### config.mk
export PLATFORM = sky130hd
export DESIGN_NAME = first_fit_block_allocator_unit
export DESIGN_NICKNAME = d
export VERILOG_FILES = /design/src/sv/ffba_pkg.sv /design/src/sv/ffba_ram.sv /design/src/sv/first_fit_block_allocator_unit.sv
export SDC_FILE = /design/constraint.sdc
export NUM_CORES = 2
export LEC_CHECK = 0
export ABC_AREA = 0
export ABC_CLOCK_PERIOD_IN_PS = 6900
export BUFFER_PORTS_ARGS = -buffer_cell sky130_fd_sc_hd__buf_2
export CELL_PAD_IN_SITES_DETAIL_PLACEMENT = 1
export CELL_PAD_IN_SITES_GLOBAL_PLACEMENT = 1
export CORE_ASPECT_RATIO = 1.5
export CORE_UTILIZATION = 50
export CTS_BUF_LIST = sky130_fd_sc_hd__clkbuf_8
export DETAILED_ROUTE_END_ITERATION = 7
export HOLD_SLACK_MARGIN = 0.1
export PLACE_DENSITY_LB_ADDON = 0.1
export REMOVE_ABC_BUFFERS = 1
export SYNTH_ARGS = -nofsm -noshare
export SYNTH_HDL_FRONTEND = slang
export SYNTH_SLANG_ARGS = --single-unit
### constraint.sdc
create_clock -name clock -period 6.9 [get_ports clock]
set_input_delay 1.38 -clock clock [delete_from_list [all_inputs] [get_ports clock]]
set_output_delay 1.38 -clock clock [all_outputs]
set_load 0.05 [all_outputs]
### src/sv/ffba_pkg.sv
// Shared types and constants of the first-fit block allocator.
`default_nettype none
package ffba_pkg;

   localparam logic FUNC_ALLOC = 1'b0;
   localparam logic FUNC_FREE  = 1'b1;

   localparam logic [1:0] STATUS_OK       = 2'd0;
   localparam logic [1:0] STATUS_NO_FIT   = 2'd1;
   localparam logic [1:0] STATUS_BAD_FREE = 2'd2;

   localparam logic [16:0] ARENA_RESET = 17'd4096;
   localparam logic [16:0] ARENA_MAX   = 17'd65536;

   typedef struct packed {
      logic        func;
      logic [15:0] request_size;
      logic [15:0] free_address;
   } req_type;

   typedef struct packed {
      logic [15:0] payload_address;
      logic [1:0]  status;
      logic [16:0] used_bytes;
      logic [6:0]  block_count;
   } rsp_type;

   // one block descriptor as held in the table memory
   typedef struct packed {
      logic [15:0] start;
      logic [15:0] length;
      logic        is_free;
   } desc_type;

endpackage
`default_nettype wire

### src/sv/ffba_ram.sv
// Generic single-port-write, single-port-read RAM with registered read data.
`default_nettype none
module ffba_ram #(
   parameter int WIDTH = 33,
   parameter int DEPTH = 64
) (
   input  wire logic                     clock,
   input  wire logic                     wr_en,
   input  wire logic [$clog2(DEPTH)-1:0] wr_addr,
   input  wire logic [WIDTH-1:0]         wr_data,
   input  wire logic [$clog2(DEPTH)-1:0] rd_addr,
   output logic      [WIDTH-1:0]         rd_data
);
   logic [WIDTH-1:0] mem [DEPTH];

   always_ff @(posedge clock) begin
      if (wr_en) begin
         mem[wr_addr] <= wr_data;
      end
      rd_data <= mem[rd_addr];
   end
endmodule
`default_nettype wire

### src/sv/first_fit_block_allocator_unit.sv
// Top level: sequencer walking the descriptor table for first-fit alloc and free.
//
//  channel  direction  handshake        payload
//  req      in         valid / ready    ffba_pkg::req_type
//  rsp      out        valid / ready    ffba_pkg::rsp_type
//  csr      in         write enable     arena size, 17 bits
//
// Work per item: the search reads each descriptor it visits through the single-port
// table memory, and a split that inserts or a merge that removes a descriptor moves
// each later entry one place, a read and then a write per entry moved.
// Reset (and a csr write) rebuilds the table by writing entry 0 only; no clearing pass.
// req_ready is low while an item is in work or its result waits on rsp.
`default_nettype none
module first_fit_block_allocator_unit #(
   parameter int MAX_BLOCKS         = 64,
   parameter int BLOCK_HEADER_BYTES = 16,
   parameter int POOL_HEADER_BYTES  = 12,
   parameter int MIN_PAYLOAD_BYTES  = 32
) (
   input  wire logic              clock,
   input  wire logic              reset,
   input  wire logic              req_valid,
   output logic                   req_ready,
   input  wire ffba_pkg::req_type req_data,
   output logic                   rsp_valid,
   input  wire logic              rsp_ready,
   output ffba_pkg::rsp_type      rsp_data,
   input  wire logic              csr_write,
   input  wire logic [16:0]       csr_data
);
   import ffba_pkg::*;

   localparam int IW = $clog2(MAX_BLOCKS);
   localparam int CW = $clog2(MAX_BLOCKS + 1);
   localparam int DW = $bits(desc_type);
   localparam logic [16:0] HDR  = 17'(BLOCK_HEADER_BYTES);
   localparam logic [16:0] POOL = 17'(POOL_HEADER_BYTES);
   localparam logic [16:0] MIN_ARENA =
      17'(POOL_HEADER_BYTES + BLOCK_HEADER_BYTES + MIN_PAYLOAD_BYTES);
   localparam logic [16:0] SPLIT_LIM = 17'(BLOCK_HEADER_BYTES + MIN_PAYLOAD_BYTES);
   localparam logic [CW-1:0] CNT_MAX = CW'(MAX_BLOCKS);

   typedef enum logic [3:0] {
      ST_IDLE, ST_RD, ST_CHK, ST_SH_RD, ST_SH_WR, ST_INS,
      ST_F_PREV, ST_F_NEXT, ST_F_NCHK, ST_RM_RD, ST_RM_WR, ST_DONE
   } state_type;

   state_type     state_ff;
   req_type       req_ff;
   rsp_type       rsp_ff;
   logic          rsp_valid_ff;
   logic [CW-1:0] count_ff;
   logic [16:0]   used_ff;
   logic [CW-1:0] idx_ff;      // current search entry
   logic [CW-1:0] mv_ff;       // shift / remove cursor
   desc_type      cur_ff;      // descriptor found
   desc_type      prv_ff;      // previous descriptor seen
   logic          prv_ok_ff;
   logic          merged_ff;   // already merged with predecessor
   logic          tail_ff;     // further successor merge pending check

   logic          we;
   logic [IW-1:0] wa, ra;
   desc_type      wd, rd;
   logic [DW-1:0] rd_bits;
   desc_type      take_desc;   // block handed out, full length until split
   desc_type      free_desc;   // freed block, folded into a free predecessor

   ffba_ram #(.WIDTH(DW), .DEPTH(MAX_BLOCKS)) u_table (
      .clock(clock), .wr_en(we), .wr_addr(wa), .wr_data(wd),
      .rd_addr(ra), .rd_data(rd_bits));
   assign rd = desc_type'(rd_bits);

   always_comb begin
      take_desc = rd;
      take_desc.is_free = 1'b0;
      free_desc = rd;
      free_desc.is_free = 1'b1;
      if (prv_ok_ff && prv_ff.is_free) begin
         free_desc.start  = prv_ff.start;
         free_desc.length = prv_ff.length + rd.length + 16'(BLOCK_HEADER_BYTES);
      end
   end

   assign req_ready = (state_ff == ST_IDLE) && !rsp_valid_ff && !csr_write;
   assign rsp_valid = rsp_valid_ff;
   assign rsp_data  = rsp_ff;

   logic [16:0] arena_sat;
   assign arena_sat = (csr_data > ARENA_MAX) ? ARENA_MAX : csr_data;

   logic [16:0] remain;
   assign remain = {1'b0, rd.length} - {1'b0, req_ff.request_size};

   // memory port control
   always_comb begin
      we = 1'b0;
      wa = idx_ff[IW-1:0];
      wd = cur_ff;
      ra = idx_ff[IW-1:0];
      case (state_ff)
         ST_SH_RD: ra = IW'(mv_ff - 1'b1);
         ST_RM_RD: ra = IW'(mv_ff + 1'b1);
         ST_F_NEXT: ra = IW'(idx_ff + 1'b1);
         default: ;
      endcase
      if (reset || csr_write) begin
         we = 1'b1;
         wa = '0;
         wd.start   = 16'(POOL_HEADER_BYTES);
         wd.length  = reset ? 16'(ARENA_RESET - POOL - HDR) : 16'(arena_sat - POOL - HDR);
         wd.is_free = 1'b1;
      end else begin
         case (state_ff)
            ST_SH_WR: begin
               we = 1'b1; wa = mv_ff[IW-1:0]; wd = rd;
            end
            ST_RM_WR: begin
               we = 1'b1; wa = mv_ff[IW-1:0]; wd = rd;
            end
            ST_INS: begin
               we = 1'b1; wa = IW'(idx_ff + 1'b1);
               wd.start   = cur_ff.start + 16'(BLOCK_HEADER_BYTES) + req_ff.request_size;
               wd.length  = cur_ff.length - req_ff.request_size - 16'(BLOCK_HEADER_BYTES);
               wd.is_free = 1'b1;
            end
            ST_F_PREV: begin
               we = 1'b1; wa = idx_ff[IW-1:0]; wd = cur_ff;
            end
            default: ;
         endcase
      end
   end

   always_ff @(posedge clock) begin
      if (reset) begin
         state_ff     <= ST_IDLE;
         rsp_valid_ff <= 1'b0;
         count_ff     <= CW'(1);
         used_ff      <= POOL + HDR;
      end else if (csr_write) begin
         state_ff <= ST_IDLE;
         if (arena_sat < MIN_ARENA) begin
            count_ff <= '0;
            used_ff  <= '0;
         end else begin
            count_ff <= CW'(1);
            used_ff  <= POOL + HDR;
         end
      end else begin
         if (rsp_valid_ff && rsp_ready) rsp_valid_ff <= 1'b0;
         case (state_ff)
            ST_IDLE: if (req_valid && req_ready) begin
               req_ff    <= req_data;
               idx_ff    <= '0;
               prv_ok_ff <= 1'b0;
               merged_ff <= 1'b0;
               tail_ff   <= 1'b0;
               rsp_ff <= '{payload_address: '0,
                           status: (req_data.func == FUNC_ALLOC) ? STATUS_NO_FIT
                                                                 : STATUS_BAD_FREE,
                           used_bytes: '0, block_count: '0};
               state_ff <= ST_RD;
            end
            ST_RD: state_ff <= (idx_ff < count_ff) ? ST_CHK : ST_DONE;
            ST_CHK: begin
               if (req_ff.func == FUNC_ALLOC) begin
                  if (rd.is_free && rd.length >= req_ff.request_size) begin
                     rsp_ff <= '{payload_address: rd.start + 16'(BLOCK_HEADER_BYTES),
                                 status: STATUS_OK, used_bytes: '0, block_count: '0};
                     cur_ff <= take_desc;
                     if (remain > SPLIT_LIM && count_ff < CNT_MAX) begin
                        used_ff  <= used_ff + HDR + {1'b0, req_ff.request_size};
                        count_ff <= count_ff + 1'b1;
                        mv_ff    <= count_ff;
                        state_ff <= ST_SH_RD;
                     end else begin
                        used_ff  <= used_ff + {1'b0, rd.length};
                        state_ff <= ST_F_PREV;   // writes cur_ff back
                        tail_ff  <= 1'b0;
                     end
                  end else begin
                     idx_ff <= idx_ff + 1'b1;
                     state_ff <= ST_RD;
                  end
               end else begin
                  if (!rd.is_free && (rd.start + 16'(BLOCK_HEADER_BYTES)) ==
                      req_ff.free_address) begin
                     rsp_ff.status <= STATUS_OK;
                     used_ff <= used_ff - {1'b0, rd.length};
                     cur_ff <= free_desc;
                     tail_ff <= 1'b1;
                     if (prv_ok_ff && prv_ff.is_free) begin
                        // fold into predecessor
                        idx_ff <= idx_ff - 1'b1;
                        merged_ff <= 1'b1;
                     end
                     state_ff <= ST_F_PREV;
                  end else begin
                     prv_ff <= rd;
                     prv_ok_ff <= 1'b1;
                     idx_ff <= idx_ff + 1'b1;
                     state_ff <= ST_RD;
                  end
               end
            end
            ST_SH_RD: state_ff <= (mv_ff > idx_ff + 1'b1) ? ST_SH_WR : ST_INS;
            ST_SH_WR: begin
               mv_ff <= mv_ff - 1'b1;
               state_ff <= ST_SH_RD;
            end
            ST_INS: begin
               // remainder written now, so the taken block can shrink
               cur_ff.length <= req_ff.request_size;
               state_ff <= ST_F_PREV;
            end
            ST_F_PREV: begin
               // cur_ff written here; alloc path ends, free looks ahead
               if (!tail_ff) state_ff <= ST_DONE;
               else if (merged_ff) begin
                  // remove entry idx+1 (the freed block) first
                  mv_ff <= idx_ff + 1'b1;
                  count_ff <= count_ff - 1'b1;
                  used_ff <= used_ff - HDR;
                  merged_ff <= 1'b0;
                  state_ff <= ST_RM_RD;
               end else state_ff <= ST_F_NEXT;
            end
            ST_F_NEXT: state_ff <= ST_F_NCHK;
            ST_F_NCHK: begin
               tail_ff <= 1'b0;
               if (idx_ff + 1'b1 < count_ff && rd.is_free) begin
                  cur_ff.length <= cur_ff.length + rd.length + 16'(BLOCK_HEADER_BYTES);
                  mv_ff <= idx_ff + 1'b1;
                  count_ff <= count_ff - 1'b1;
                  used_ff <= used_ff - HDR;
                  state_ff <= ST_RM_RD;
               end else state_ff <= ST_DONE;
            end
            ST_RM_RD: state_ff <= (mv_ff < count_ff) ? ST_RM_WR : ST_F_PREV;
            ST_RM_WR: begin
               mv_ff <= mv_ff + 1'b1;
               state_ff <= ST_RM_RD;
            end
            ST_DONE: begin
               rsp_ff <= '{payload_address: rsp_ff.payload_address,
                           status: rsp_ff.status,
                           used_bytes: used_ff,
                           block_count: 7'(count_ff)};
               rsp_valid_ff <= 1'b1;
               state_ff <= ST_IDLE;
            end
            default: state_ff <= ST_IDLE;
         endcase
      end
   end
endmodule
`default_nettype wire

* Word level (Yosys, flattened, before mapping)
Memory sizes are Yosys's and may differ from the RTL's. A register that Yosys moved wholly into a read port is not among the register bits.
Cells that the tools add are included.
** Word-level totals
- Memories :: 1
- Output and inout port bits :: 44
- Bits in registers :: 187
- Memory bits (writable) :: 2112
- Word-level logic and storage cells :: 222
- Input bits :: 55
** Cells by class
- Add/sub/neg operators :: 23
- $lt $le $gt $ge :: 9
- Muxes and demuxes :: 85
- Equality and inequality tests :: 37
- Bitwise logic cells :: 4
- Reductions and logical operators :: 41
** Memory list
- u_table.mem :: words 64, bits a word 33, read ports 1, clocked after Yosys merged registers in 1, write ports 1, line ffba_ram.sv:14 : logic [WIDTH-1:0] mem [DEPTH];
** Operator list (number)
- $mux 17 :: 9
- $mux 33 :: 4
- $mux 7 :: 18
- $pmux 42 s3 :: 1
- $mux 42 :: 2
- $pmux 33 s2 :: 1
- $add 16x5->16 const B :: 4
- $pmux 17 s3 :: 1
- $add 16x16->16 :: 3
- $mux 16 :: 3
- $pmux 16 s3 :: 1
- $pmux 4 s11 :: 1
- $pmux 7 s5 :: 1
- $add 17x16->17 :: 2
- $mux 32 :: 1
- $sub 16x5->16 const B :: 2
- $ne 3x3->1 const B :: 10
- $reduce_and 6->1 :: 5
- $mux 4 :: 7
- $reduce_and 7->1 :: 4
- $mux 24 :: 1
- $add 7x1->7 const B :: 3
- $lt 7x7->1 :: 3
- $pmux 7 s3 :: 1
- other kinds (47) :: 111

* Longest topological paths before layout
- Depth in word-level cells :: 8
- Gate-level depth with buffers :: 15
- Depth with buffers taken out :: 15

* Cells and area by module
Synthesis repeated with hierarchy kept, for this count alone.
** Second synthesis, totals
- Cell total of the unflattened synthesis :: 5557
- Area total of the unflattened synthesis :: 98520.7 µm²
** By module, submodules not included
- ffba_ram :: instances 1, cells an instance 3610, seq. area each 64081.5 µm², area an instance 81094.0 µm²
- first_fit_block_allocator_unit :: instances 1, cells an instance 1947, seq. area each 5325.1 µm², area an instance 17426.7 µm²

* Worst setup path before layout
OpenSTA, ideal clock, no wires.
- Kind :: flip-flop to flip-flop
- Start point :: reg req_ff[17] (netlist name)
- End point :: mem u_table.mem[0][16] (data pin)
- Path slack :: 0.732 ns
- Data arrival time :: 5.447 ns
- Period minus slack after synthesis :: 6.168 ns
- Library setup time :: 0.722 ns
- Required time :: 6.178 ns
- Buffers on the path :: 0
- Stages on the path, launching flop included :: 15
- Cell sequence :: edfxtp_1 inv_1 ha_1 ha_1 inv_1 fa_1 nor2b_1 o21a_1 o21ai_0 a21oi_1 a41o_1 o41ai_1 o21ai_0 xnor2_1 a211oi_1
** Between the ends
- Longest elaborated chain between the ends :: 4
** RTL lines
- from (decl) :: line first_fit_block_allocator_unit.sv:49 : req_type req_ff;
- from (signal assigned) :: line first_fit_block_allocator_unit.sv:154 : req_ff <= req_data;
- $sub 16x16->16 :: line first_fit_block_allocator_unit.sv:124 : wd.length = cur_ff.length - req_ff.request_size - 16'(BLOCK_HEADER_BYTES);
- $sub 16x5->16 :: line first_fit_block_allocator_unit.sv:124
- $pmux 33 s2 :: line first_fit_block_allocator_unit.sv:114 : case (state_ff)
- $mux 33 :: line first_fit_block_allocator_unit.sv:107 : if (reset || csr_write) begin
- via u_table.wr_data[16] :: line ffba_ram.sv:10 : input wire logic [WIDTH-1:0] wr_data,
- to (decl) :: line ffba_ram.sv:14
The timed path passes the listed nets, and every way through them passes these cells.

* Worst setup path in the final report
- Start point :: reg state_ff[2]
- End point :: mem u_table.mem[37][9], enable pin
** Between the ends
- Longest elaborated chain between the ends :: 6
- Elaborated cells between the ends (all ways) :: 12
- Classes of those cells :: 4 x eq/ne; 6 x mux; 2 x reduce/logical
** RTL lines
- from (decl) :: line first_fit_block_allocator_unit.sv:48 : state_type state_ff;
- from (signal assigned) :: line first_fit_block_allocator_unit.sv:165 : ST_RD: state_ff <= (idx_ff < count_ff) ? ST_CHK : ST_DONE;
- from (signal assigned) :: line first_fit_block_allocator_unit.sv:207 : ST_SH_RD: state_ff <= (mv_ff > idx_ff + 1'b1) ? ST_SH_WR : ST_INS;
- from (signal assigned) :: line first_fit_block_allocator_unit.sv:240 : ST_RM_RD: state_ff <= (mv_ff < count_ff) ? ST_RM_WR : ST_F_PREV;
- $eq 4x3->1 or $eq 4x4->1 (tied branches) :: line first_fit_block_allocator_unit.sv:114
- $reduce_or 4->1 (no line)
- $mux 1 :: line first_fit_block_allocator_unit.sv:114
- $mux 1 :: line first_fit_block_allocator_unit.sv:107
- $mux 1 :: line ffba_ram.sv:17 : if (wr_en) begin
- $mux 1 (implied by the code) :: line ffba_ram.sv:18 : mem[wr_addr] <= wr_data;
Parallel ways exist; a longest one is shown, timed or not.

==> flow_metrics.py <==
metrics = {
    "synth": {
        "synthCells": 5697,
        "synth_area_sq_um": 99700,
        "synth.area.top_cells": "edfxtp_1, mux4_2, ha_1, nand2_1, dfxtp_1",
        "ys_types": 98,
        "async_flop_share": 0,
        "synth_top_cell_area_share": 0.684,
        "yosysTopAreaCell": "edfxtp_1",
        "synth.avg_cell_area_sq_um": 17.5,
        "ys_ff_latch": 2332,
        "synth_edf_count": 2270,
        "ys_seq_area_frac": 0.696,
        "synth_warnings": 0,
        "synth_top_flop_cell": "edfxtp_1",
    },
    "layout": {
        "layout_commonest_cell": "edfxtp_1",
        "final_util": 0.563,
        "area_delta_synth_final_pct": 11.7,
        "post-route-cell-area_sq_um": 111000,
        "finalNonFillerCells": 8971,
        "drive_above_1_share": 0.230,
        "final_cell_mix": "edfxtp_1, mux4_2, nand2_1",
        "num-nets-final": 6355,
        "fillCellCount": 17900,
    },
    "routing": {
        "drtAntennaViolNets": 0,
        "wl_per_cell_microns": 31.7,
        "drtIter0Drc": 4136,
        "dr.pass1.iters": 6,
        "routed_via_density": 6.18,
        "finalWirelength_mm": 285,
        "drc": 0,
        "vias": 55500,
    },
    "sta": {
        "final-hold-violation-count": 0,
        "finClkSkew_ns": 0.0748,
        "slew_violations": 0,
        "worst_slew_pin_slew_ns": 1.26,
        "min_period_over_period": 0.797,
        "rsz0062_at_grt": "false",
        "finalSetupViolCount": 0,
        "clock.fmax_mhz": 182,
        "period_minus_slack_ns": 5.50,
        "maxSlewHeadroom": 0.159,
        "timing.hold.ws_ns": 0.502,
    },
    "worst_setup_path": {
        "endpoint_kind": "flip-flop",
        "start_kind": "flip-flop",
        "rr_endpoint": "u_table.mem[37][9]",
        "path_max_fanout": 33,
        "path_class": "reg -> reg",
        "critPathRequiredTime_ns": 7.45,
        "rr_startpoint": "state_ff[2]",
        "critPathArrivalTime_ns": 6.05,
        "rr_worst_depth": 8,
        "regToRegSetupSlack_ns": 1.40,
    },
    "die": {
        "io_pins": 99,
        "core.rowCount": 200,
        "start_util": 0.504,
        "die_area_sq_um": 201000,
        "die_x_microns": 367,
        "design.core.area_sq_um": 198000,
        "die_h_microns": 549,
    },
    "global_routing": {
        "grt_max_degree": 92,
        "grt_pass1_vias": 59600,
        "grt_usage": 0.283,
        "antenna_found_initial": 7,
        "grt_overflow": 0,
        "grt_first_pass_wirelength_mm": 412,
    },
    "placement": {
        "place_area_sq_um": 105000,
        "gp_congestion": 0.984,
        "portBuffers": 98,
        "hpwl_mm": 188,
        "placed_cells": 8330,
    },
    "hold_path": {
        "hp-class": "reg -> reg",
        "holdPathStages": 2,
        "hold_path_end": "cur_ff[30]",
        "hp-start": "prv_ff[30]",
    },
    "clock_tree": {
        "htreeDepth": 5,
        "clk_pin_slew_ns": 0.07,
        "ctsHoldBuffers": 0,
        "cts_root_buf": "clkbuf_8",
        "cts_inserted_buffers": 353,
        "cts-resized-gates": 0,
        "cts_buffer_depth": 4,
        "cts_tree": "built",
        "clock-sinks": 2332,
        "cts_setup_buffers": 0,
        "clock_latency_ns": 0.98,
    },
    "power_and_ir_drop": {
        "finalPower_uw": 27900,
        "p_leak_uw": 0.0371,
        "ir_drop_uv": 161,
        "power_density_nw_per_um2": 251,
    },
    "flow_run": {
        "drv_cap": 0,
    },
    "status": {
        "status": "completed",
    },
}
how the worst max path moves through the flow:
stage / start / end / slack, ns / cells past startpoint
after CTS: state_ff[2] / u_table.mem[45][9] / 1.44 / 8
after global placement: csr_data[7] / u_table.mem[1][15] / 1.15 / 12
after floorplan: state_ff[2] / u_table.rd_data[0] / -38.14 / 8
final: state_ff[2] / u_table.mem[37][9] / 1.40 / 8
after detailed placement: csr_data[7] / u_table.mem[15][15] / 1.11 / 12
after global routing: state_ff[2] / u_table.mem[37][31] / 1.11 / 8
power breakdown:
part	total (uW)	leakage [uW]	internal, uW	switching (uW)
logic	1550	0.0123	546	1000
clock network	10800	0.00370	5350	5410
registers	15600	0.0211	15600	69.5
total	27900	0.0371	21500	6490
worst max-delay path, cell delays in order, from the launching register on:
cell and delay [ns]:
dfxtp_1 0.95, nand2b_1 0.61, or3_1 0.30, nand2_1 0.20, a222oi_1 0.75, nor2_1 0.13, nor3_1 0.29, nand2_1 0.65
nor2_4 1.13
registers in the layout, summed over array words and instances (netlist names):
register	flops
count_ff	7
cur_ff	33
idx_ff	7
merged_ff	1
mv_ff	7
prv_ff	33
prv_ok_ff	1
req_ff	33
rsp_data	42
rsp_valid	1
state_ff	4
tail_ff	1
u_table.mem	2112
u_table.rd_data	33
used_ff	17
layer usage:
layer / track usage / up-vias / share of wire
met3: 0.0357 / 566 / 0.045
met4: 0.142 / 0 / 0.053
met2: 0.520 / 1684 / 0.54
met1: 0.324 / 29500 / 0.36
li1: - / 23700 / -
met5: 0 / - / 0
cell type report:
class,instances,area (sq um),share of cell area
multi-input cells,2918,29200,0.263
flip-flops and latches,2332,69400,0.623
clock buffers,368,5060,0.0455
repair buffers,300,2360,0.0212
well taps,2626,3290,0.0295
clock inverters,266,1440,0.0129
inverters,154,578,0.00519
diodes,7,17.5,0.000157
logic make-up (layout without fill, tap and decap cells):
family          after synthesis  count (layout)  share of synthesized area
compound gates              789             789                     0.0559
xor+xnor                    144             144                     0.0132
fa+ha+maj                   241             241                     0.0309
buf+inv                     447            1088                     0.0198
flops                      2332            2332                      0.696
mux                         654             654                      0.132
other cells                   0               7                          0
simple gates               1090            1090                     0.0518
synthesized netlist by cell type, types with 9 or more instances:
library cell,n
edfxtp_1,2270
mux4_2,528
nand2_1,401
nor2_1,233
ha_1,232
a21oi_1,154
inv_1,151
clkbuf_1,150
and2_1,126
a211oi_1,116
o21ai_0,95
xnor2_1,93
mux2i_1,91
a31oi_1,85
buf_2,81
nor3_1,76
dfxtp_1,62
and3_1,58
nand3_1,56
xor2_1,47
a221o_1,43
buf_4,43
a21o_1,40
mux2_2,35
o32ai_1,35
or3_1,27
nand2b_1,26
a22oi_1,24
a222oi_1,23
o21a_1,21
nor2b_1,18
a221oi_1,15
buf_1,14
nand4_1,12
o211ai_1,12
or2_2,11
nor4_1,10
o221ai_1,10
fa_1,9
o31ai_1,9
stage by stage:
stage | setup slack [ns] | TNS [ns]
2_1_floorplan | -38.14 | -1258.48
3_3_place_gp | 1.15 | 0
3_5_place_dp | 1.11 | 0
4_1_cts | 1.44 | 0
5_1_grt | 1.11 | 0
6_report | 1.40 | 0
No activity file was read; power rests on OpenSTA's default activity.
